[src/sv/fdtb_pkg.sv]
// ----------------------------------------------------------------------------
// Fragment depth test and blend: shared definitions
// Register indexes, compare and factor codes, outcome codes, controller
// states, the color type and the per-channel decode functions.
// ----------------------------------------------------------------------------
package fdtb_pkg;

  // Defaults for the top-level parameters
  localparam int MAX_WIDTH_DEF  = 256;
  localparam int MAX_HEIGHT_DEF = 256;
  localparam int DEPTH_BITS_DEF = 24;

  // Configuration port geometry
  localparam int CFG_DATA_W = 9;
  localparam int CFG_IDX_W  = 3;

  // Channel order inside a packed color: R, G, B, A
  localparam logic [1:0] CH_ALPHA = 2'd3;
  localparam logic [7:0] FULL     = 8'd255;

  typedef logic [3:0][7:0] color_t;

  typedef enum logic [CFG_IDX_W-1:0] {
    CFG_DEPTH_ENABLE,
    CFG_DEPTH_COMPARE,
    CFG_BLEND_ENABLE,
    CFG_SOURCE_FACTOR,
    CFG_DEST_FACTOR,
    CFG_WIDTH,
    CFG_HEIGHT
  } cfg_reg_t;

  typedef enum logic [2:0] {
    CMP_NEVER,
    CMP_LESS,
    CMP_EQUAL,
    CMP_LEQUAL,
    CMP_GEQUAL,
    CMP_GREATER,
    CMP_NOTEQUAL,
    CMP_ALWAYS
  } cmp_t;

  typedef enum logic [3:0] {
    FAC_ZERO,
    FAC_ONE,
    FAC_SRC_A,
    FAC_DST_A,
    FAC_INV_SRC_A,
    FAC_INV_DST_A,
    FAC_SRC_C,
    FAC_DST_C,
    FAC_INV_SRC_C,
    FAC_INV_DST_C
  } factor_t;

  typedef enum logic [1:0] {
    OUT_WRITTEN,
    OUT_DROPPED,
    OUT_DEPTH_FAIL
  } outcome_t;

  typedef enum logic [1:0] {
    ST_CLEAR,
    ST_IDLE,
    ST_TEST,
    ST_FINISH
  } state_t;

  // Depth compare of fragment depth against stored depth
  function automatic logic depth_passes(cmp_t cmp, logic [31:0] fz, logic [31:0] sz);
    logic pass;
    unique case (cmp)
      CMP_NEVER:    pass = 1'b0;
      CMP_LESS:     pass = fz < sz;
      CMP_EQUAL:    pass = fz == sz;
      CMP_LEQUAL:   pass = fz <= sz;
      CMP_GEQUAL:   pass = fz >= sz;
      CMP_GREATER:  pass = fz > sz;
      CMP_NOTEQUAL: pass = fz != sz;
      CMP_ALWAYS:   pass = 1'b1;
      default:      pass = 1'b0;
    endcase
    return pass;
  endfunction

  // Blend factor for one channel; unused codes give zero
  function automatic logic [7:0] blend_factor(factor_t mode, logic [1:0] ch,
                                              color_t s, color_t d);
    logic [7:0] f;
    unique case (mode)
      FAC_ZERO:      f = 8'd0;
      FAC_ONE:       f = FULL;
      FAC_SRC_A:     f = s[CH_ALPHA];
      FAC_DST_A:     f = d[CH_ALPHA];
      FAC_INV_SRC_A: f = FULL - s[CH_ALPHA];
      FAC_INV_DST_A: f = FULL - d[CH_ALPHA];
      FAC_SRC_C:     f = s[ch];
      FAC_DST_C:     f = d[ch];
      FAC_INV_SRC_C: f = FULL - s[ch];
      FAC_INV_DST_C: f = FULL - d[ch];
      default:       f = 8'd0;
    endcase
    return f;
  endfunction

endpackage

[src/sv/fdtb_blend.sv]
// ----------------------------------------------------------------------------
// Blend unit
// Stage 1 registers the per-channel weighted sums src*fs + dst*fd. The
// output side rounds the sum divided by 255 to nearest and saturates.
// With blending off the factors are one and zero, which returns src exactly.
// ----------------------------------------------------------------------------
module fdtb_blend
  import fdtb_pkg::*;
(
  input  logic    clk,
  input  logic    load,
  input  logic    blend_enable,
  input  factor_t source_factor_mode,
  input  factor_t dest_factor_mode,
  input  color_t  src,
  input  color_t  dst,
  output color_t  result
);

  logic [3:0][16:0] sum_next;
  logic [3:0][16:0] sum;

  // Factors and products, one pair of 8x8 multipliers per channel
  always_comb begin
    logic [7:0] fs;
    logic [7:0] fd;
    for (int k = 0; k < 4; k++) begin
      if (blend_enable) begin
        fs = blend_factor(source_factor_mode, 2'(k), src, dst);
        fd = blend_factor(dest_factor_mode, 2'(k), src, dst);
      end else begin
        fs = FULL;
        fd = 8'd0;
      end
      sum_next[k] = 17'(16'(src[k] * fs)) + 17'(16'(dst[k] * fd));
    end
  end

  always_ff @(posedge clk) begin
    if (load) begin
      sum <= sum_next;
    end
  end

  // Divide by 255: q = x>>8 is low by floor(r/255), r = x[7:0] + q < 765
  always_comb begin
    logic [16:0] x;
    logic [8:0]  qe;
    logic [9:0]  r;
    logic [9:0]  q;
    for (int k = 0; k < 4; k++) begin
      x  = sum[k] + 17'd127;
      qe = x[16:8];
      r  = {2'b0, x[7:0]} + {1'b0, qe};
      q  = {1'b0, qe} + 10'(r >= 10'd255) + 10'(r >= 10'd510);
      result[k] = (q > 10'd255) ? FULL : q[7:0];
    end
  end

endmodule

[config.mk]
export PLATFORM = sky130hd
export DESIGN_NAME = fdtb_blend
export DESIGN_NICKNAME = d
export VERILOG_FILES = /design/src/sv/fdtb_pkg.sv /design/src/sv/fdtb_blend.sv
export SDC_FILE = /design/constraint.sdc
export NUM_CORES = 2
export LEC_CHECK = 0
export BUFFER_PORTS_ARGS = -buffer_cell sky130_fd_sc_hd__buf_2
export CAP_MARGIN = 20
export CORE_MARGIN = 10
export CORE_UTILIZATION = 45
export DETAILED_ROUTE_END_ITERATION = 6
export HOLD_SLACK_MARGIN = 0.02
export MAX_ROUTING_LAYER = met4
export PLACE_DENSITY_LB_ADDON = 0.12
export RECOVER_POWER = 25
export SYNTH_ARGS = -nofsm -noshare
export SYNTH_HDL_FRONTEND = slang
export SYNTH_SLANG_ARGS = --single-unit
[constraint.sdc]
create_clock -name clk -period 10.7 [get_ports clk]
set_clock_uncertainty 0.05 [all_clocks]
set_input_delay 0.535 -clock clk [delete_from_list [all_inputs] [get_ports clk]]
set_output_delay 0.535 -clock clk [all_outputs]
set_load 0.03 [all_outputs]
# Word level (Yosys, flattened, before mapping)
# Index checks and enable logic that the tools add are counted.
op_classes:
  n_addsub: 28
  multipliers: 8
  n_div: 0
  n_lt_le_gt_ge: 12
  eq_ne: 18
  n_shift: 0
  mux: 20
  bitwise_logic: 0
  n_reduce_logical: 8
ops:
  columns: ["cell", "count"]
  rows:
  - ["8-bit one-hot mux with 9 select lines", 6]
  - ["8-bit by 8-bit multiplier with 16-bit output", 8]
  - ["8-bit 2-to-1 mux", 12]
  - ["8-bit one-hot mux with 5 select lines", 2]
  - ["16-bit by 16-bit adder with 17-bit output", 4]
  - ["17-bit by 7-bit adder with 17-bit output (second input constant)", 4]
  - ["8-bit subtractor (first input constant)", 8]
  - ["10-bit by 1-bit adder with 10-bit output", 4]
  - ["8-bit by 9-bit adder with 10-bit output", 4]
  - ["9-bit by 1-bit adder with 10-bit output", 4]
  - ["10-bit by 8-bit >= comparator with 1-bit output (second input constant)", 4]
  - ["10-bit by 9-bit >= comparator with 1-bit output (second input constant)", 4]
  - ["10-bit by 8-bit greater-than comparator with 1-bit output (second input constant)", 4]
  - ["4-bit by 3-bit == test with 1-bit output (second input constant)", 8]
  - ["4-bit by 2-bit == test with 1-bit output (second input constant)", 4]
  - ["4-bit == test (second input constant)", 4]
  - ["2-bit OR reduction", 8]
  - ["4-bit by 1-bit == test with 1-bit output (second input constant)", 2]
word_totals:
  reg_bits: 68
  latchBits: 0
  mem_bits_rw: 0
  mem_bits_ro: 0
  elab_cells: 98
  n_memories: 0

# Logic depth before layout (Yosys ltp)
logic_depth:
  depth_word: 7
  depth_mapped: 28

# Least setup slack after synthesis
# No wires, ideal clock.
synth_path:
  kind: "input-to-reg"
  from: "input source_factor_mode[0]"
  to: "register sum[50] in the netlist's numbering (data pin)"
  setup_time_ps: 260
  arrival_time_ps: 6696
  slack_ps: 3695
  stages: 25
  path_buffers: 3
  cell_sequence: "clkbuf_1 -> buf_2 -> buf_2 -> mux2i_1 -> mux2i_1 -> nand2_1 -> and2_1 -> fa_1 -> inv_1 -> fa_1 -> inv_1 -> fa_1 -> fa_1 -> fa_1 -> inv_1 -> fa_1 -> inv_1 -> ha_1 -> o21a_1 -> o21a_1 -> o21ai_0 -> o21ai_0 -> a31o_2 -> a21oi_1 -> xnor2_1"
synth_lines:
  columns: ["item", "line", "text"]
  rows:
  - ["start: declaration", "fdtb_blend.sv:13", "input factor_t source_factor_mode,"]
  - ["end signal: assignment", "fdtb_blend.sv:41", "sum <= sum_next;"]
  - ["end: declaration", "fdtb_blend.sv:21", "logic [3:0][16:0] sum;"]

==> impl_results.md <==
* First-pass GRT wire length at 108000 microns
* CP Cell Sequence: buf_2 -> mux2i_1 -> mux2i_1 -> nor2_1 -> nor2_1 -> nand2_1 -> and2_1 -> fa_1 -> inv_1 -> fa_1 -> inv_1 -> fa_1 -> fa_1 -> fa_1 -> inv_1 -> fa_1 -> inv_1 -> ha_1 -> o21ai_0 -> a221oi_1 -> and3_1 -> a21oi_1 -> nor2b_1 -> xnor2_1
* Clk sink count at 68
* DIE AREA at 67200 sq um
* Number of global-route vias before repair at 20.8k
* Largest cells by area after synthesis: fa_1 (31%), ha_1 (15%), inv_1 (8.6%), edfxtp_1 (7.9%), and2_1 (7.7%)
* Cell mode on critical path: fa_1
* Syn Area/Cell at 8.76 sq um
* CTS tree: done
* Largest net degree at the start of global routing at 69
* DRC viols at 0
* Largest register FFs at 68
* Port-buffer cells at 106
* Top cell type's share of synthesized area at 30.8%
* Area of all placed cells without fillers at 27200 sq um
* Synth Warn # at 0
* Final hold vios at 0
* Violated checks: max-capacitance violations, max-slew violations
* Slowest cell on crit path: buf_2
* CP peak stage delay at 0.80 ns
* RSZ-0062 raised after global routing: no
* Rows at 87
* Post-synth top flop: edfxtp_1
* Num CTS Buffers at 9
* Placer Congestion at 0.893
* WL final at 64400 microns
* Crit path DAT at 7.76 ns
* Post-CTS Resized at 0
* Largest regs: sum x68
* Area growth, synth to finish at 5.73%
* Worst EP required at 10.78 ns
* Final slew viol count at 69
* Kind of critical path: in2reg
* Core area at 56500 sq um
* Via count at 19.8k
* Hold slack at 0.710 ns
* IO Pins at 107
* End of the critical path: sum[31]
* CTS root buffer: clkbuf_16
* Initial antenna violation count at 6
* Initial DRC count at 1097
* DP HPWL at 53300 microns
* Peak VDD IR at 0.236 mV
* ANT nets after route at 0
* PwrDens at 279 nW/um^2
* Yosys top cell by area: fa_1
* Most frequent cell after synthesis: inv_1
* Crit. Startpoint: source_factor_mode[0]
* Layout cells sized above 1 at 5.39%
* H-Tree Level Count at 3
* Fin nets at 3732
* Crit path time final at 7.68 ns
* CP max FO at 37
* Die height at 259 microns
* Outcome: finished, violations left
* Wirelength per Cell at 17.3 microns
* Horiz. Die Dim at 259 microns
* CP Capture Type: flip-flop
* Type of the tightest min-delay check: in2reg
* Clock-pin slew on the worst setup and hold paths at 0.06 ns
* CTS Hold Bufs at 0
* Tcrit/Tclk final at 71.8%
* DR pass1 iterations at 5
* Synth Instances at 2942
* Max-cap viol count at 1
* Post-CTS setup buffer count at 0
* Max Fclk at 0.130 GHz
* Grt ovf at 0
* #FFs+latches synth at 68
* Fillers at 5505
* Number of synthesized flops with an enable pin at 68
* Vias per cell at 5.31
* Post-synth top cells: inv_1 (589), fa_1 (396), and2_1 (319)
* Largest reg by FF count: sum
* Static Leak at 0.0139 uW
* Initial core utilization at 45.6%
* Worst Tran Pin Value at 4.09 ns
* Syn nets at 3713
* Overall Global Routing Usage at 20.4%
* Slew HR at -173%
* Setup total negative slack at 0 ns
* Ys async rst share at 0%
* Synthesized cell area at 25800 sq um
* Max Buffers Root-to-Sink at 2
* CP startpoint kind: input port
* Register area share after synthesis at 7.93%
* Distinct cells, synth at 79
* Placed instance area at 26900 sq um
* Finish-stage setup viols at 0
## worst max-delay path: cells and delay by family
| family | cells | cell delay, ns |
|---|---|---|
| compound gates | 3 | 0.73 |
| buf+inv | 5 | 1.00 |
| fa+ha+maj | 7 | 3.29 |
| xor+xnor | 1 | 0.12 |
| simple gates | 6 | 1.39 |
| mux | 2 | 0.68 |
## routing by layer
layer	routed length (microns)	share of wire, %	global-route usage (%)
met1	29200	45	26.6
met2	31400	49	33.5
met3	2650	4.1	2.35
met4	1100	1.7	4.86
met5	0	0	-
## power breakdown
group	internal [uW]	total, uW	switching [uW]	leakage, uW
Combinational	2750	6440	3690	0.0131
Sequential	675	819	144	0.000663
Clock	227	347	119	0.000157
## stage by stage
stage / cells / power (uW) / utilization [%] / setup slack, ns
after detailed placement: 3706 / 7270 / 47.6 / 2.69
final: 3727 / 7600 / 48.2 / 3.02
after global placement: 3706 / 7160 / 47.6 / 2.76
after global routing: 3725 / 8620 / 48.2 / 2.60
after floorplan: 2942 / 5940 / - / 3.69
after CTS: 3722 / 7680 / 48.2 / 3.05
## worst min-delay path by stage
stage / start / end / slack [ns] / cells past startpoint
2_1_floorplan: load / sum[0] / 0.60 / 0
5_1_grt: src[8] / sum[17] / 0.74 / 3
3_5_place_dp: src[16] / sum[34] / 1.08 / 3
3_3_place_gp: src[16] / sum[34] / 1.08 / 3
6_report: src[16] / sum[34] / 0.71 / 3
4_1_cts: src[16] / sum[34] / 0.68 / 3
## area by class of cell
type | instances | area, sq um | share of cell area [%]
Clock inverter | 4 | 97.6 | 0.358
Clock buffer | 12 | 236 | 0.868
Antenna cell | 5 | 12.5 | 0.0459
Tap cell | 756 | 946 | 3.47
Multi-Input combinational cell | 2179 | 21100 | 77.5
Inverter | 591 | 2220 | 8.14
Sequential cell | 68 | 2040 | 7.50
Timing Repair Buffer | 112 | 574 | 2.11
## logic make-up (layout without fill, tap and decap cells)
kind of cell | count (synthesis) | count (layout) | synth area share [%]
muxes | 126 | 126 | 4.96
buffers and inverters | 695 | 719 | 10.2
adders and majority gates | 696 | 696 | 45.3
DFF | 68 | 68 | 7.93
xor gates and xnor gates | 144 | 144 | 5.00
other | 0 | 5 | 0
and+or+nand+nor | 888 | 888 | 18.2
AOI/OAI and AO/OA | 325 | 325 | 8.36
## cells in the final DEF (no fill, tap or decap), types with 25 or more instances in the layout
| master | instances |
|---|---|
| nor2b_1 | 50 |
| nand2_1 | 259 |
| mux2i_1 | 115 |
| nor2_1 | 98 |
| xor2_1 | 61 |
| fa_1 | 396 |
| xnor2_1 | 81 |
| a21oi_1 | 97 |
| nand3_1 | 25 |
| and2_1 | 319 |
| buf_2 | 105 |
| inv_1 | 589 |
| o21ai_0 | 46 |
| nor3_1 | 35 |
| a21o_1 | 27 |
| ha_1 | 300 |
| edfxtp_1 | 68 |
Note: power is estimated with default switching activity, not from simulation.
